### src/rtl/ttc_pkg.sv
package ttc_pkg;

  localparam int unsigned SAMPLE_W   = 16;
  localparam int unsigned ALPHA_W    = 9;
  localparam int unsigned DEG_W      = 8;
  localparam int unsigned CODE_W     = 12;
  localparam int unsigned TILT_W     = 17;
  localparam int unsigned AVG_W      = 18;
  localparam int unsigned CFG_IDX_W  = 3;
  localparam int unsigned CFG_DATA_W = 12;

  // serial multiplier: signed multiplicand, unsigned multiplier, one bit a cycle
  localparam int unsigned MCAND_W    = 19;
  localparam int unsigned MPL_W      = 9;
  localparam int unsigned PROD_W     = 28;
  localparam int unsigned MUL_CNT_W  = 4;
  localparam logic [MUL_CNT_W-1:0] MUL_LAST = MUL_CNT_W'(MPL_W - 1);

  // serial restoring divider
  localparam int unsigned DVD_W      = 20;
  localparam int unsigned DVS_W      = 8;
  localparam int unsigned DIV_CNT_W  = 5;
  localparam logic [DIV_CNT_W-1:0] DIV_LAST = DIV_CNT_W'(DVD_W - 1);

  // tilt scaling: sample * 45 / 32 gives Q.8 degrees
  localparam logic [MPL_W-1:0] RAW_SCALE = MPL_W'(45);
  localparam int unsigned RAW_SHIFT  = 5;
  localparam int unsigned AVG_SHIFT  = 8;
  localparam logic [ALPHA_W-1:0] ALPHA_ONE = ALPHA_W'(256);

  localparam logic [ALPHA_W-1:0] ALPHA_RST = ALPHA_W'(38);
  localparam logic [DEG_W-1:0]   DZ_RST    = DEG_W'(6);
  localparam logic [DEG_W-1:0]   MAX_RST   = DEG_W'(20);
  localparam logic [CODE_W-1:0]  IDLE_RST  = CODE_W'(750);
  localparam logic [CODE_W-1:0]  HI_RST    = CODE_W'(1150);

  typedef enum logic [CFG_IDX_W-1:0] {
    CFG_ALPHA    = 3'd0,
    CFG_DEADZONE = 3'd1,
    CFG_MAX_TILT = 3'd2,
    CFG_IDLE     = 3'd3,
    CFG_DAC_MAX  = 3'd4
  } cfg_idx_e;

  typedef struct packed {
    logic               start;
    logic [MCAND_W-1:0] mcand;
    logic [MPL_W-1:0]   mplier;
  } mul_req_t;

  typedef struct packed {
    logic             start;
    logic [DVD_W-1:0] dividend;
    logic [DVS_W-1:0] divisor;
  } div_req_t;

endpackage

### src/rtl/ttc_mul.sv
module ttc_mul import ttc_pkg::*; (
  input  logic                     clk_i,
  input  logic                     rst_ni,
  input  mul_req_t                 req_i,
  output logic                     done_o,
  output logic signed [PROD_W-1:0] prod_o
);

  logic signed [PROD_W-1:0] acc_q, acc_d;
  logic signed [PROD_W-1:0] mc_q, mc_d;
  logic [MPL_W-1:0]         mp_q, mp_d;
  logic [MUL_CNT_W-1:0]     cnt_q;
  logic                     busy_q, done_q;

  always_comb begin
    acc_d = acc_q;
    mc_d  = mc_q;
    mp_d  = mp_q;
    if (req_i.start) begin
      acc_d = '0;
      mc_d  = {{(PROD_W-MCAND_W){req_i.mcand[MCAND_W-1]}}, req_i.mcand};
      mp_d  = req_i.mplier;
    end else if (busy_q) begin
      if (mp_q[0]) begin
        acc_d = acc_q + mc_q;
      end
      mc_d = mc_q <<< 1;
      mp_d = mp_q >> 1;
    end
  end

  always_ff @(posedge clk_i or negedge rst_ni) begin
    if (!rst_ni) begin
      busy_q <= 1'b0;
      done_q <= 1'b0;
      cnt_q  <= '0;
    end else begin
      done_q <= 1'b0;
      if (req_i.start) begin
        busy_q <= 1'b1;
        cnt_q  <= '0;
      end else if (busy_q) begin
        cnt_q <= cnt_q + MUL_CNT_W'(1);
        if (cnt_q == MUL_LAST) begin
          busy_q <= 1'b0;
          done_q <= 1'b1;
        end
      end
    end
  end

  always_ff @(posedge clk_i) begin
    acc_q <= acc_d;
    mc_q  <= mc_d;
    mp_q  <= mp_d;
  end

  assign done_o = done_q;
  assign prod_o = acc_q;

endmodule

### src/rtl/ttc_div.sv
module ttc_div import ttc_pkg::*; (
  input  logic             clk_i,
  input  logic             rst_ni,
  input  div_req_t         req_i,
  output logic             done_o,
  output logic [DVD_W-1:0] quo_o
);

  logic [DVD_W-1:0]     dvd_q, dvd_d;
  logic [DVS_W-1:0]     rem_q, rem_d;
  logic [DVS_W-1:0]     dvs_q, dvs_d;
  logic [DIV_CNT_W-1:0] cnt_q;
  logic                 busy_q, done_q;
  logic [DVS_W:0]       shifted;
  logic [DVS_W+1:0]     trial;

  assign shifted = {rem_q, dvd_q[DVD_W-1]};
  assign trial   = {1'b0, shifted} - {2'b00, dvs_q};

  always_comb begin
    dvd_d = dvd_q;
    rem_d = rem_q;
    dvs_d = dvs_q;
    if (req_i.start) begin
      dvd_d = req_i.dividend;
      rem_d = '0;
      dvs_d = req_i.divisor;
    end else if (busy_q) begin
      if (trial[DVS_W+1]) begin
        rem_d = shifted[DVS_W-1:0];
        dvd_d = {dvd_q[DVD_W-2:0], 1'b0};
      end else begin
        rem_d = trial[DVS_W-1:0];
        dvd_d = {dvd_q[DVD_W-2:0], 1'b1};
      end
    end
  end

  always_ff @(posedge clk_i or negedge rst_ni) begin
    if (!rst_ni) begin
      busy_q <= 1'b0;
      done_q <= 1'b0;
      cnt_q  <= '0;
    end else begin
      done_q <= 1'b0;
      if (req_i.start) begin
        busy_q <= 1'b1;
        cnt_q  <= '0;
      end else if (busy_q) begin
        cnt_q <= cnt_q + DIV_CNT_W'(1);
        if (cnt_q == DIV_LAST) begin
          busy_q <= 1'b0;
          done_q <= 1'b1;
        end
      end
    end
  end

  always_ff @(posedge clk_i) begin
    dvd_q <= dvd_d;
    rem_q <= rem_d;
    dvs_q <= dvs_d;
  end

  assign done_o = done_q;
  assign quo_o  = dvd_q;

endmodule

### src/rtl/tilt_to_throttle_conditioner_unit.sv
// Channel   | Handshake              | Payload
// ----------+------------------------+----------------------------------------
// input     | in_valid_i/in_ready_o  | accel_sample_i (16b signed)
// output    | out_valid_o/out_ready_i| throttle_code_o (12b), filtered_tilt_o
// config    | cfg_we_i               | cfg_idx_i, cfg_data_i
//
// From input transfer to result: three bit-serial multiplies (scale, filter,
// map) of one load and 9 steps each, a 20-step restoring divide with its load,
// and the average, select and output states. The map multiply and the divide
// are skipped when the tilt is in the deadzone or the span is zero.
// Input is taken again the cycle after the result is registered, so one item
// is worked on at a time; a waiting result holds the next item in its last step.
// Reset restores register defaults and clears the average.
module tilt_to_throttle_conditioner_unit import ttc_pkg::*; (
  input  logic                        clk_i,
  input  logic                        rst_ni,
  input  logic                        in_valid_i,
  output logic                        in_ready_o,
  input  logic signed [SAMPLE_W-1:0]  accel_sample_i,
  output logic                        out_valid_o,
  input  logic                        out_ready_i,
  output logic [CODE_W-1:0]           throttle_code_o,
  output logic signed [TILT_W-1:0]    filtered_tilt_o,
  input  logic                        cfg_we_i,
  input  logic [CFG_IDX_W-1:0]        cfg_idx_i,
  input  logic [CFG_DATA_W-1:0]       cfg_data_i
);

  typedef enum logic [2:0] {
    S_IDLE, S_RAW, S_AVG, S_SEL, S_MAP, S_DIV, S_LAST
  } state_e;

  state_e                   state_q;
  logic [ALPHA_W-1:0]       alpha_q;
  logic [DEG_W-1:0]         dz_q, mx_q;
  logic [CODE_W-1:0]        lo_q, hi_q;
  logic signed [AVG_W-1:0]  avg_q;
  logic                     idle_q, dneg_q, neg_q;
  logic                     out_valid_q;
  logic [CODE_W-1:0]        code_q;
  logic signed [TILT_W-1:0] tilt_q;

  mul_req_t                 mul_req;
  div_req_t                 div_req;
  logic                     mul_done, div_done;
  logic signed [PROD_W-1:0] mul_prod;
  logic [DVD_W-1:0]         div_quo;

  logic signed [TILT_W-1:0]  raw;
  logic signed [MCAND_W-1:0] diff;
  logic [ALPHA_W-1:0]        alpha_eff;
  logic signed [AVG_W-1:0]   avg_new;
  logic signed [AVG_W-1:0]   dz_t, mx_t, t_pre, t_cl;
  logic                      t_zero, span_zero, span_neg;
  logic [DEG_W:0]            ddz, ddz_neg, span, span_negv;
  logic [MPL_W-1:0]          dmag;
  logic [DVS_W-1:0]          smag;
  logic [CODE_W:0]           hl;
  logic [PROD_W-1:0]         num_neg;
  logic [DVD_W-1:0]          nmag;
  logic [DVD_W:0]            sum;
  logic [CODE_W-1:0]         code_next;

  ttc_mul u_mul (
    .clk_i  (clk_i),
    .rst_ni (rst_ni),
    .req_i  (mul_req),
    .done_o (mul_done),
    .prod_o (mul_prod)
  );

  ttc_div u_div (
    .clk_i  (clk_i),
    .rst_ni (rst_ni),
    .req_i  (div_req),
    .done_o (div_done),
    .quo_o  (div_quo)
  );

  assign raw       = mul_prod[RAW_SHIFT+TILT_W-1:RAW_SHIFT];
  assign diff      = {{(MCAND_W-TILT_W){raw[TILT_W-1]}}, raw}
                   - {{(MCAND_W-AVG_W){avg_q[AVG_W-1]}}, avg_q};
  assign alpha_eff = (alpha_q > ALPHA_ONE) ? ALPHA_ONE : alpha_q;
  assign avg_new   = avg_q + mul_prod[AVG_SHIFT+AVG_W-1:AVG_SHIFT];

  assign dz_t  = {{(AVG_W-DEG_W-AVG_SHIFT){1'b0}}, dz_q, {AVG_SHIFT{1'b0}}};
  assign mx_t  = {{(AVG_W-DEG_W-AVG_SHIFT){1'b0}}, mx_q, {AVG_SHIFT{1'b0}}};
  assign t_pre = (avg_q < dz_t) ? '0 : avg_q;
  assign t_cl  = (t_pre > mx_t) ? mx_t : t_pre;
  assign t_zero    = (t_cl == '0);
  assign span_zero = (mx_q == dz_q);
  assign span_neg  = (mx_q < dz_q);

  assign ddz       = {1'b0, t_cl[AVG_SHIFT+DEG_W-1:AVG_SHIFT]} - {1'b0, dz_q};
  assign ddz_neg   = -ddz;
  assign dmag      = ddz[DEG_W] ? ddz_neg : ddz;
  assign span      = {1'b0, mx_q} - {1'b0, dz_q};
  assign span_negv = -span;
  assign smag      = span[DEG_W] ? span_negv[DVS_W-1:0] : span[DVS_W-1:0];
  assign hl        = {1'b0, hi_q} - {1'b0, lo_q};

  assign num_neg = -mul_prod;
  assign nmag    = mul_prod[PROD_W-1] ? num_neg[DVD_W-1:0] : mul_prod[DVD_W-1:0];
  assign sum     = {1'b0, div_quo} + {{(DVD_W+1-CODE_W){1'b0}}, lo_q};

  always_comb begin
    if (idle_q) begin
      code_next = (lo_q > hi_q) ? hi_q : lo_q;
    end else if (neg_q && (div_quo != '0)) begin
      code_next = lo_q;
    end else if (sum > {{(DVD_W+1-CODE_W){1'b0}}, hi_q}) begin
      code_next = hi_q;
    end else begin
      code_next = sum[CODE_W-1:0];
    end
  end

  always_comb begin
    mul_req = '0;
    div_req = '0;
    case (state_q)
      S_IDLE: begin
        mul_req.start  = in_valid_i;
        mul_req.mcand  = {{(MCAND_W-SAMPLE_W){accel_sample_i[SAMPLE_W-1]}}, accel_sample_i};
        mul_req.mplier = RAW_SCALE;
      end
      S_RAW: begin
        mul_req.start  = mul_done;
        mul_req.mcand  = diff;
        mul_req.mplier = alpha_eff;
      end
      S_SEL: begin
        mul_req.start  = !(t_zero || span_zero);
        mul_req.mcand  = {{(MCAND_W-CODE_W-1){hl[CODE_W]}}, hl};
        mul_req.mplier = dmag;
      end
      S_MAP: begin
        div_req.start    = mul_done;
        div_req.dividend = nmag;
        div_req.divisor  = smag;
      end
      default: begin
      end
    endcase
  end

  always_ff @(posedge clk_i or negedge rst_ni) begin
    if (!rst_ni) begin
      state_q     <= S_IDLE;
      avg_q       <= '0;
      idle_q      <= 1'b0;
      dneg_q      <= 1'b0;
      neg_q       <= 1'b0;
      out_valid_q <= 1'b0;
      code_q      <= '0;
      tilt_q      <= '0;
    end else begin
      if (out_valid_q && out_ready_i && (state_q != S_LAST)) begin
        out_valid_q <= 1'b0;
      end
      case (state_q)
        S_IDLE: begin
          if (in_valid_i) begin
            state_q <= S_RAW;
          end
        end
        S_RAW: begin
          if (mul_done) begin
            state_q <= S_AVG;
          end
        end
        S_AVG: begin
          if (mul_done) begin
            avg_q   <= avg_new;
            state_q <= S_SEL;
          end
        end
        S_SEL: begin
          idle_q  <= t_zero || span_zero;
          dneg_q  <= ddz[DEG_W];
          state_q <= (t_zero || span_zero) ? S_LAST : S_MAP;
        end
        S_MAP: begin
          if (mul_done) begin
            neg_q   <= mul_prod[PROD_W-1] ^ dneg_q ^ span_neg;
            state_q <= S_DIV;
          end
        end
        S_DIV: begin
          if (div_done) begin
            state_q <= S_LAST;
          end
        end
        S_LAST: begin
          if (!out_valid_q || out_ready_i) begin
            out_valid_q <= 1'b1;
            code_q      <= code_next;
            tilt_q      <= avg_q[TILT_W-1:0];
            state_q     <= S_IDLE;
          end
        end
        default: begin
          state_q <= S_IDLE;
        end
      endcase
    end
  end

  always_ff @(posedge clk_i or negedge rst_ni) begin
    if (!rst_ni) begin
      alpha_q <= ALPHA_RST;
      dz_q    <= DZ_RST;
      mx_q    <= MAX_RST;
      lo_q    <= IDLE_RST;
      hi_q    <= HI_RST;
    end else if (cfg_we_i) begin
      case (cfg_idx_i)
        CFG_ALPHA:    alpha_q <= cfg_data_i[ALPHA_W-1:0];
        CFG_DEADZONE: dz_q    <= cfg_data_i[DEG_W-1:0];
        CFG_MAX_TILT: mx_q    <= cfg_data_i[DEG_W-1:0];
        CFG_IDLE:     lo_q    <= cfg_data_i[CODE_W-1:0];
        CFG_DAC_MAX:  hi_q    <= cfg_data_i[CODE_W-1:0];
        default: begin
        end
      endcase
    end
  end

  assign in_ready_o      = (state_q == S_IDLE);
  assign out_valid_o     = out_valid_q;
  assign throttle_code_o = code_q;
  assign filtered_tilt_o = tilt_q;

endmodule

### config.mk
export PLATFORM = sky130hd
export DESIGN_NAME = tilt_to_throttle_conditioner_unit
export DESIGN_NICKNAME = d
export VERILOG_FILES = /design/src/rtl/ttc_pkg.sv /design/src/rtl/ttc_mul.sv /design/src/rtl/ttc_div.sv /design/src/rtl/tilt_to_throttle_conditioner_unit.sv
export SDC_FILE = /design/constraint.sdc
export NUM_CORES = 1
export LEC_CHECK = 0
export ABC_AREA = 1
export ABC_CLOCK_PERIOD_IN_PS = 14900
export CAP_MARGIN = 40
export CORE_MARGIN = 4
export CORE_UTILIZATION = 31
export DETAILED_ROUTE_END_ITERATION = 16
export DONT_BUFFER_PORTS = 1
export GPL_TIMING_DRIVEN = 0
export PLACE_DENSITY = 0.43
export SETUP_SLACK_MARGIN = 0.15
export SYNTH_ARGS = -nofsm -noshare
export SYNTH_HDL_FRONTEND = slang
export SYNTH_SLANG_ARGS = --single-unit
### constraint.sdc
create_clock -name clk_i -period 14.9 [get_ports clk_i]
set_input_delay 0.745 -clock clk_i [delete_from_list [all_inputs] [get_ports clk_i]]
set_output_delay 0.745 -clock clk_i [all_outputs]
set_load 0.02 [all_outputs]
==> results of run 1 <==
[through the flow]
step	total power (W)	instance area, µm²	std cells
global placement	0.00342	17000	2833
floorplan	0.00274	16200	2153
detailed placement	0.00344	17100	2839
CTS	0.00416	18100	2895
finish	0.00412	18100	2900
global route	0.00451	18100	2896
[worst max-delay path, delay by kind of cell, from the launching register on]
kind / cells / cell delay (ns)
buffers and inverters: 6 / 0.83
DFF: 1 / 0.52
AOI/OAI and AO/OA: 8 / 1.21
adders and majority gates: 5 / 1.38
and+or+nand+nor: 16 / 1.72
[area by class of cell]
class / count / area, µm² / area share
clock buffers: 41 / 822 / 0.0454
clock inverters: 12 / 93.8 / 0.00519
multi-input cells: 1612 / 9290 / 0.513
repair buffers: 10 / 139 / 0.00767
plain buffers: 54 / 274 / 0.0151
diodes: 4 / 10.0 / 0.000553
inverters: 270 / 1020 / 0.0561
well taps: 680 / 851 / 0.0470
flip-flops and latches: 217 / 5600 / 0.310
[path summary, 6_finish.rpt]
check | cells after the start | slack (ns) | to | from
setup / recovery | 35 | 8.98 | u_mul.mp_q[4]$_DFFE_PP_ | dz_q[1]$_DFFE_PN1P_
hold reg to reg | 2 | 0.46 | u_div.rem_q[7]$_SDFFE_PP0P_ | u_div.rem_q[7]$_SDFFE_PP0P_
min in group clk_i | 2 | 0.33 | lo_q[9]$_DFFE_PN1P_ | cfg_data_i[9]
setup reg to reg | 35 | 8.98 | u_mul.mp_q[4]$_DFFE_PP_ | dz_q[1]$_DFFE_PN1P_
max in group asynchronous | 2 | 13.84 | mx_q[4]$_DFFE_PN1P_ | rst_ni
hold / removal | 1 | 0.1 | throttle_code_o[0]$_DFFE_PN0P_ | rst_ni
[state kept, by name (all words and copies together), names as in the netlist, 5 cells and up]
register         cells
avg_q               18
u_div.rem_q          8
throttle_code_o     12
hi_q                12
dz_q                 8
lo_q                12
u_div.quo_o         20
filtered_tilt_o     17
mx_q                 8
u_div.dvs_q          8
alpha_q              9
u_mul.mp_q           9
u_div.cnt_q          5
u_mul.prod_o        28
u_mul.mc_q          28
[Yosys cell counts, types with 3 or more instances]
| cell type | instances |
|---|---|
| ha_1 | 143 |
| nand2_1 | 479 |
| o211ai_1 | 3 |
| edfxtp_1 | 65 |
| buf_6 | 6 |
| nand4_1 | 38 |
| o21ai_1 | 11 |
| a21boi_0 | 4 |
| buf_2 | 9 |
| mux2i_1 | 7 |
| dfrtp_1 | 95 |
| a21oi_2 | 18 |
| o21bai_1 | 5 |
| o21ai_0 | 214 |
| nor4_1 | 6 |
| o31ai_1 | 8 |
| o21a_1 | 26 |
| inv_1 | 264 |
| a31oi_1 | 11 |
| buf_4 | 4 |
| nor3_1 | 26 |
| a22oi_1 | 6 |
| o221ai_1 | 4 |
| nand3b_1 | 4 |
| dfstp_2 | 21 |
| clkbuf_1 | 35 |
| or2_2 | 19 |
| a21o_1 | 8 |
| a211oi_1 | 3 |
| dfxtp_1 | 36 |
| nand3_1 | 109 |
| nand3_2 | 4 |
| nand2_2 | 4 |
| a21oi_1 | 194 |
| xnor2_1 | 15 |
| nor2_1 | 151 |
| a211oi_2 | 5 |
| fa_1 | 8 |
| xor2_1 | 46 |
| o22ai_1 | 5 |
| inv_2 | 4 |
[cells by family (layout without fill, tap and decap cells)]
kind of cell	Yosys count	in the layout	synth area share
AND/OR/NAND/NOR	859	859	0.229
AO/OA/AOI/OAI	534	534	0.187
buffers and inverters	324	387	0.0797
flip-flops	217	217	0.346
adder cells (fa/ha/maj)	151	151	0.120
XOR/XNOR	61	61	0.0330
multiplexers	7	7	0.00433
other	0	4	0
[metal layers]
layer | global-route usage | share of wire | vias up
met4 | 0.0511 | 0.028 | 4
met3 | 0.0309 | 0.048 | 77
met2 | 0.321 | 0.45 | 285
met1 | 0.269 | 0.47 | 6798
li1 | - | - | 7376
met5 | 0 | 0.00053 | -
[power by group]
group	total (W)	leakage, nW	switching [W]	internal, W
logic	0.00230	5.62	0.00147	0.000830
registers	0.00115	2.39	0.000283	0.000863
clock network	0.000683	0.452	0.000283	0.000400
total	0.00412	8.46	0.00203	0.00209
==> key figures, run 1 <==
Logic synthesis
  • Asr flop ratio synth: 0.535
  • Top cells by area, synth: dfrtp_1 (15%), edfxtp_1 (12%), nand2_1 (11%)
  • Post-synth EDFFs: 65
  • Syn nets: 2340
  • Synth cell types: 64
  • Sequential cell area fraction in the yosys report: 0.346
  • Mapped Cells: 2153
  • #FFs+latches synth: 217
  • Post-synth top flop: dfrtp_1
  • Yosys top cell by area: dfrtp_1
  • Post-synthesis area per instance: 7.51 µm²
  • Cell Area, Synth: 16200 µm²
  • Synth top area share: 0.147
  • Count of warnings emitted by yosys: 0

Cells and area
  • Final nets: 2381
  • Layout area overhead: 11.9%
  • Final Util: 0.351
  • Layout cells sized above 1: 0.0722
  • Most common cell after layout, fill and taps aside: nand2_1
  • Filler Cell Count: 5634
  • Commonest non-fill, non-tap cells in the layout: nand2_1 (478), inv_1 (264), o21ai_0 (214)

Timing
  • Min Tclk post-route: 5.92 ns
  • Worst setup margin: 8.98 ns
  • Min Hold Slack: 0.0987 ns
  • TNS Setup: 0 ns
  • Slew Limit Headroom: 0.468
  • Tcrit/Tclk final: 0.397
  • Worst Tran Pin Value: 0.789 ns
  • Endpoints failing setup: 0
  • Max Clock Freq: 169 MHz
  • Setup Skew: 0.0203 ns
  • Hold Vio Cnt, Final: 0
  • RSZ-0062 raised after global routing: no
  • Slew Limit Fails: 0

Power and ir drop
  • Pwr dens: 228 nW/µm²
  • Max VDD drop: 135 µV
  • Leakage power: 8.46 nW

Routing
  • Routed vias: 14500
  • Vias/cell: 5.01
  • Residual DRC: 0
  • WL per Instance: 19.4 µm
  • Initial DRT Pass Iterations: 5
  • Remaining antenna violation count: 0
  • DRT Wirelength: 56400 µm
  • Detailed Route Iter0 Violations: 943

Critical path
  • Worst Path Required: 15.22 ns
  • Critical path endpoint category: register
  • CP Max Fanout: 10
  • Cell repeated most along the worst path: nand2_1
  • WS Path Type: reg -> reg
  • Crit path DAT: 6.24 ns
  • Max incr delay on CP: 0.52 ns
  • Crit-path slowest cell: dfstp_2
  • Critical Path Start Type: register

Clock tree
  • Worst skew pair latency: 0.57 ns
  • CTS Buffer Depth: 3
  • Hold_buf cts: 3
  • CTS tree: yes
  • # H-tree levels: 1
  • Root Buffer: clkbuf_16
  • Reg clk slew, reported paths: 0.06 ns
  • Postcts setup bufs: 0
  • Clock Sinks: 217
  • CTS Buf Count: 29
  • Resize count post-CTS: 0

Floorplan
  • Core Region: 51500 µm²
  • Die X: 236 µm
  • Initial Utilization: 0.314
  • Die extent in y: 236 µm
  • Ports: 67
  • FP Rows: 83
  • Die ar.: 55900 µm²

Global route
  • Largest net degree at the start of global routing: 96
  • GRT overflow: 0
  • Vias in the first global route: 14200
  • Initial antenna violation count: 6
  • GRT Util Overall: 0.196
  • First-pass GRT wire length: 85600 µm

Placement
  • Post-DP HPWL: 44500 µm
  • GPL Wtd Cong: 0.905
  • IO Port Bufs: 0
  • Setup WS pre-CTS: 8.98 ns

Status
  • Status: complete, no violations

Run
  • Maxcap violations: 0

Worst hold path
  • Hold WC Path Type: in -> async
Power figures use the tool's default switching activity.
==> run 2, diff against run 1 <==
--- a/config.mk
+++ b/config.mk
@@ -6,14 +6,14 @@
 export NUM_CORES = 1
 export LEC_CHECK = 0
 export ABC_AREA = 1
-export ABC_CLOCK_PERIOD_IN_PS = 14900
+export ABC_CLOCK_PERIOD_IN_PS = 5400
 export CAP_MARGIN = 40
 export CORE_MARGIN = 4
 export CORE_UTILIZATION = 31
 export DETAILED_ROUTE_END_ITERATION = 16
 export DONT_BUFFER_PORTS = 1
 export GPL_TIMING_DRIVEN = 0
-export PLACE_DENSITY = 0.43
+export PLACE_DENSITY = 0.44
 export SETUP_SLACK_MARGIN = 0.15
 export SYNTH_ARGS = -nofsm -noshare
 export SYNTH_HDL_FRONTEND = slang
==> constraint.sdc (replaced) <==
create_clock -name clk_i -period 5.4 [get_ports clk_i]
set_input_delay 0.27 -clock clk_i [delete_from_list [all_inputs] [get_ports clk_i]]
set_output_delay 0.27 -clock clk_i [all_outputs]
set_load 0.02 [all_outputs]
==> key figures, run 2 (same netlist as run 1, synthesis figures left out) <==
Timing
  • Min Tclk post-route: 5.37 ns (-0.546 ns)
  • RSZ-0062 raised after global routing: yes
  • Tcrit/Tclk final: 0.995 (+0.597)
  • Worst setup margin: 0.0295 ns (-8.95 ns)
  • Endpoints failing setup: 0 (unchanged)
  • Min Hold Slack: 0.0360 ns (-0.0627 ns)
  • Worst Tran Pin Value: 0.905 ns (+0.116 ns)
  • Setup Skew: 0.0192 ns (-0.00115 ns)
  • Slew Limit Fails: 0 (unchanged)
  • Hold Vio Cnt, Final: 0 (unchanged)
  • Slew Limit Headroom: 0.397 (-0.0719)
  • Max Clock Freq: 186 MHz (+10%)

Clock tree
  • Reg clk slew, reported paths: 0.06 ns (about the same)
  • CTS tree: yes
  • CTS Buf Count: 29 (unchanged)
  • Worst skew pair latency: 0.58 ns (about the same)
  • Root Buffer: clkbuf_16
  • Clock Sinks: 217 (unchanged)
  • # H-tree levels: 1 (unchanged)
  • CTS Buffer Depth: 3 (unchanged)

Placement
  • GPL Wtd Cong: 0.911 (+0.73%)
  • Setup WS pre-CTS: -0.464 ns (-9.44 ns)
  • Post-DP HPWL: 44500 µm (about the same)
  • Placed Area: 17100 µm² (-0.13%)
  • IO Port Bufs: 0 (unchanged)

Power and ir drop
  • Leakage power: 8.66 nW (+2.3%)
  • Pwr dens: 631 nW/µm² (+180%)
  • Max VDD drop: 279 µV (+110%)
  • Tot Pwr: 0.0118 W (+190%)

Cells and area
  • Fin area: 18700 µm² (+3.5%)
  • Commonest non-fill, non-tap cells in the layout: nand2_1 (467), inv_1 (257), o21ai_0 (212)
  • Layout cells sized above 1: 0.103 (+0.0310)
  • Layout area overhead: 15.8%
  • Final nets: 2413 (+1.3%)
  • Most common cell after layout, fill and taps aside: nand2_1

Critical path
  • Max incr delay on CP: 0.56 ns (+0.04 ns)
  • R2R cell count: 37 (+5.7%)
  • CP Max Fanout: 8 (-2)
  • Crit-path slowest cell: dfstp_2
  • Flop2flop setup slack: 0.03 ns (-8.95 ns)
  • Worst r2r dst: u_mul.mp_q[4]$_DFFE_PP_
  • Critical R2R Launch: dz_q[1]$_DFFE_PN1P_
  • Cell repeated most along the worst path: nand2_2
  • WS Path Type: reg -> reg
  • Worst Path Required: 5.71 ns (-9.51 ns)
  • Critical path endpoint category: register
  • Critical Path Start Type: register
  • Crit path DAT: 5.68 ns (-0.56 ns)

Floorplan
  • Ports: 67 (unchanged)
  • Die ar.: 55900 µm² (unchanged)
  • FP Rows: 83 (unchanged)
  • Core Region: 51500 µm² (unchanged)
  • Die extent in y: 236 µm (unchanged)
  • Initial Utilization: 0.314 (unchanged)
  • Die X: 236 µm (unchanged)

Routing
  • Routed vias: 14900 (+2.5%)
  • WL per Instance: 19.4 µm (-0.23%)
  • Residual DRC: 0 (unchanged)
  • Initial DRT Pass Iterations: 5 (unchanged)
  • Remaining antenna violation count: 0 (unchanged)
  • DRT Wirelength: 56800 µm (+0.84%)
  • Vias/cell: 5.08 (+1.4%)
  • Detailed Route Iter0 Violations: 1191 (+26%)

Worst hold path
  • Worst Hold End: u_mul.mc_q[0]$_SDFFCE_PP0P_
  • Worst hold stages: 2
  • Hold_sp: accel_sample_i[0]
  • Hold WC Path Type: in -> reg

Status
  • Status: complete, no violations

Global route
  • Largest net degree at the start of global routing: 117 (+22%)
  • Vias in the first global route: 14700 (+3.5%)
  • GRT Util Overall: 0.199 (+0.00342)
  • GRT overflow: 0 (unchanged)
  • Initial antenna violation count: 8 (+2)
  • First-pass GRT wire length: 87800 µm (+2.6%)

Run
  • Maxcap violations: 0 (unchanged)
-- run 2: critical path, delay by kind of cell (launching register included) --
kind / cells / cell delay [ns]
AND/OR/NAND/NOR: 18 / 1.50
AO/OA/AOI/OAI: 8 / 1.21
adder cells (fa/ha/maj): 5 / 1.11
buffers and inverters: 6 / 0.71
flip-flops: 1 / 0.56
-- run 2: metal layers --
layer | GRT usage | up-vias | wire [µm]
met5 | 0 | - | 79
li1 | - | 7447 | -
met3 | 0.0292 | 98 | 2530
met4 | 0.0589 | 12 | 1690
met2 | 0.325 | 336 | 25600
met1 | 0.274 | 7006 | 26900
-- run 2: worst max-delay path by stage --
stage / depth (start not counted) / endpoint / slack (ns) / start
finish: 37 / u_mul.mp_q[4]$_DFFE_PP_ / 0.03 / dz_q[1]$_DFFE_PN1P_
global route: 39 / u_mul.mp_q[5]$_DFFE_PP_ / -0.34 / dz_q[1]$_DFFE_PN1P_
floorplan: 37 / u_mul.mp_q[7]$_DFFE_PP_ / 0.27 / dz_q[1]$_DFFE_PN1P_
detailed placement: 35 / u_mul.mp_q[3]$_DFFE_PP_ / -0.46 / dz_q[1]$_DFFE_PN1P_
CTS: 40 / u_mul.mp_q[7]$_DFFE_PP_ / -0.03 / dz_q[1]$_DFFE_PN1P_
global placement: 27 / u_mul.mp_q[7]$_DFFE_PP_ / -1.15 / dz_q[1]$_DFFE_PN1P_
-- run 2: per-stage QoR --
step	util	std cells	setup TNS (ns)
6_report	0.364	2931	0
5_1_grt	0.364	2929	-2.44
4_1_cts	0.361	2925	-0.232
3_5_place_dp	0.332	2837	-7.46
3_3_place_gp	0.331	2833	-48.21
2_1_floorplan	-	2153	0
-- run 2: what timing repair did --
action | 4_1_cts | 5_1_grt
endpoints found under the setup margin | 71 | 82
hold buffers | 19 | 0
resized for setup | 44 | 30
pin swaps | 23 | 22
gates cloned | 2 | 0
buffers inserted | 13 | 4
endpoints found under the hold margin | 149 | 0
-- run 2: report_power, final --
group	internal, W	total [W]	switching (W)
clock	0.00122	0.00201	0.000797
combinational	0.00244	0.00664	0.00420
sequential	0.00238	0.00317	0.000790
-- run 2: cell type report --
type,instances,area (µm²)
Sequential cell,217,5600
Multi-Input combinational cell,1612,9560
Inverter,270,1020
Buffer,54,292
Clock buffer,41,831
Timing Repair Buffer,41,400
Tap cell,680,851
Timing Repair inverter,1,7.51
Clock inverter,13,156
Fill cell,5495,32800
Antenna cell,2,5.00
==> run 3, diff against run 2 <==
--- a/config.mk
+++ b/config.mk
@@ -8,12 +8,16 @@
 export ABC_AREA = 1
 export ABC_CLOCK_PERIOD_IN_PS = 5400
 export CAP_MARGIN = 40
+export CELL_PAD_IN_SITES_DETAIL_PLACEMENT = 1
+export CELL_PAD_IN_SITES_GLOBAL_PLACEMENT = 2
+export CORE_ASPECT_RATIO = 1.4
 export CORE_MARGIN = 4
 export CORE_UTILIZATION = 31
+export CTS_CLUSTER_SIZE = 12
 export DETAILED_ROUTE_END_ITERATION = 16
 export DONT_BUFFER_PORTS = 1
 export GPL_TIMING_DRIVEN = 0
-export PLACE_DENSITY = 0.44
+export PLACE_DENSITY = 0.68
 export SETUP_SLACK_MARGIN = 0.15
 export SYNTH_ARGS = -nofsm -noshare
 export SYNTH_HDL_FRONTEND = slang
==> key figures, run 3 (same netlist as run 1, synthesis figures left out) <==
Global route
  • First-pass GRT wire length: 96600 µm (+10%)
  • Initial antenna violation count: 5 (-3)
  • GRT overflow: 0 (unchanged)
  • Largest net degree at the start of global routing: 117 (unchanged)
  • GRT Util Overall: 0.221 (+0.0221)
  • M3 GR Usage: 0.0246 (-0.00464)
  • Grt met1 use: 0.248 (-0.0258)
  • Vias in the first global route: 16100 (+9.4%)
  • Met2 usage: 0.425 (+0.100)
  • GR peak layer: met2

Clock tree
  • Worst skew pair latency: 0.60 ns (+0.02 ns)
  • CTS Buf Count: 28 (-3.4%)
  • CTS tree: yes
  • # H-tree levels: 1 (unchanged)
  • CTS Buffer Depth: 3 (unchanged)
  • Clock Sinks: 217 (unchanged)
  • Root Buffer: clkbuf_16
  • Reg clk slew, reported paths: 0.06 ns (about the same)

Timing
  • RSZ-0062 raised after global routing: yes
  • Worst setup margin: -0.0984 ns (-0.128 ns)
  • Hold Vio Cnt, Final: 0 (unchanged)
  • Slew Limit Headroom: 0.409 (+0.0127)
  • Max Clock Freq: 182 MHz (-2.3%)
  • Tcrit/Tclk final: 1.02 (+0.0237)
  • Slew Limit Fails: 0 (unchanged)
  • Worst Tran Pin Value: 0.886 ns (-0.0191 ns)
  • Min Tclk post-route: 5.50 ns (+0.128 ns)
  • Setup Skew: 0.0282 ns (+0.00900 ns)
  • Endpoints failing setup: 7 (+7)

Cells and area
  • Final nets: 2424 (+0.46%)
  • Layout cells sized above 1: 0.108 (+0.00530)
  • Layout area overhead: 16.5%
  • Most common cell after layout, fill and taps aside: nand2_1
  • Commonest non-fill, non-tap cells in the layout: nand2_1 (464), inv_1 (257), o21ai_0 (210)
  • Footprint of the multi-input gates: 9610 µm² (+0.47%)
  • Final Util: 0.367 (+0.00306)
  • Filler Cell Count: 6261 (+14%)
  • Sequential Area: 5600 µm² (unchanged)

Placement
  • GPL Wtd Cong: 0.889 (-2.4%)
  • Post-DP HPWL: 50200 µm (+13%)
  • Setup WS pre-CTS: -0.585 ns (-0.121 ns)
  • IO Port Bufs: 0 (unchanged)

Status
  • Failing checks: negative setup slack
  • Status: finished with violations

Floorplan
  • Die ar.: 56000 µm² (about the same)
  • Core Region: 51400 µm² (-0.26%)
  • Initial Utilization: 0.315 (+0.000811)
  • Die extent in y: 278 µm (+18%)
  • FP Rows: 98 (+18%)
  • Die X: 201 µm (-15%)
  • Ports: 67 (unchanged)

Worst hold path
  • Worst hold stages: 4 (+2)
  • Hold_sp: accel_sample_i[12]
  • Hold WC Path Type: in -> reg
  • Worst Hold End: u_mul.mc_q[12]$_DFFE_PP_

Critical path
  • Critical R2R Launch: dz_q[1]$_DFFE_PN1P_
  • Crit-path slowest cell: dfstp_2
  • Worst Path Required: 5.72 ns (about the same)
  • Crit path DAT: 5.82 ns (+0.14 ns)
  • Max incr delay on CP: 0.56 ns (about the same)
  • Flop2flop setup slack: -0.1 ns (-0.13 ns)
  • Critical path endpoint category: register
  • CP Max Fanout: 8 (unchanged)
  • Cell repeated most along the worst path: nand2_1
  • R2R cell count: 35 (-5.4%)
  • Worst r2r dst: u_mul.mp_q[2]$_DFFE_PP_
  • Critical Path Start Type: register
  • WS Path Type: reg -> reg

Routing
  • Detailed Route Iter0 Violations: 616 (-48%)
  • Remaining antenna violation count: 0 (unchanged)
  • Initial DRT Pass Iterations: 5 (unchanged)
  • Vias/cell: 5.20 (+2.3%)
  • WL per Instance: 21.8 µm (+12%)
  • Residual DRC: 0 (unchanged)
  • Routed vias: 15200 (+1.7%)
  • DRT Wirelength: 63400 µm (+12%)

Power and ir drop
  • Leakage power: 8.70 nW (+0.51%)
  • Pwr dens: 640 nW/µm² (+1.5%)
  • Tot Pwr: 0.0121 W (+2.1%)
  • Max VDD drop: 299 µV (+7.1%)

Run
  • Maxcap violations: 0 (unchanged)
-- run 3: changes by cell type in the layout (fill, tap and decap cells not counted), moves of 3 or more --
cell	delta
nand2_1	-3
nand3_2	+3
diode_2	+3
buf_8	+3
buf_6	-3
buf_4	+7
-- run 3: how the worst max path moves through the flow --
stage	start	endpoint	slack, ns	depth (start not counted)
after floorplan	dz_q[1]$_DFFE_PN1P_	u_mul.mp_q[7]$_DFFE_PP_	0.27	37
after global placement	dz_q[1]$_DFFE_PN1P_	u_mul.mp_q[2]$_DFFE_PP_	-1.27	27
after detailed placement	dz_q[1]$_DFFE_PN1P_	u_mul.mp_q[4]$_DFFE_PP_	-0.59	36
after CTS	dz_q[1]$_DFFE_PN1P_	u_mul.mp_q[7]$_DFFE_PP_	-0.01	38
after global routing	dz_q[1]$_DFFE_PN1P_	u_mul.mp_q[4]$_DFFE_PP_	-0.40	39
final	dz_q[1]$_DFFE_PN1P_	u_mul.mp_q[2]$_DFFE_PP_	-0.1	35
-- run 3: critical path, delay by kind of cell (launching register included) --
| kind | cells | cell delay, ns |
|---|---|---|
| compound gates | 8 | 1.21 |
| flops | 1 | 0.56 |
| fa+ha+maj | 5 | 1.22 |
| buf+inv | 5 | 0.55 |
| simple gates | 17 | 1.67 |
-- run 3: cell type report --
cell class | count | area share
inverter | 270 | 0.0551
timing repair buffer | 53 | 0.0282
clock inverter | 12 | 0.00651
timing repair inverter | 1 | 0.000465
sequential | 217 | 0.297
tap | 650 | 0.0432
antenna | 5 | 0.000664
multi-input combinational | 1612 | 0.510
clock buffer | 40 | 0.0417
buffer | 54 | 0.0168
-- run 3: what timing repair did --
item                                    CTS  global route
hold buffers                             21             0
endpoints found under the setup margin   83            93
cloned                                    3             1
pin swaps                                20            30
gates resized for setup                  56            48
endpoints found under the hold margin   153             0
buffers inserted                         16             8
-- run 3: where the power goes --
group	leakage [nW]	switching [W]	internal [W]
Combinational	5.87	0.00443	0.00255
Clock	0.441	0.000809	0.00107
Sequential	2.39	0.000832	0.00238
-- run 3: metrics by stage --
stage	hold slack [ns]	TNS [ns]	instance area, µm²	std cells
global route	0.0284	-3.58	18800	2909
floorplan	-0.0256	0	16200	2153
global placement	-0.0172	-53.91	17000	2803
detailed placement	-0.0203	-18.43	17000	2807
finish	0.0315	-0.488	18800	2914
CTS	0.00116	-0.0225	18500	2899
-- run 3: per-layer routing --
| metal | share of wire | wire, µm |
|---|---|---|
| met3 | 0.029 | 1810 |
| met4 | 0.041 | 2600 |
| met5 | 0.00019 | 12 |
| met2 | 0.53 | 33700 |
| met1 | 0.40 | 25300 |
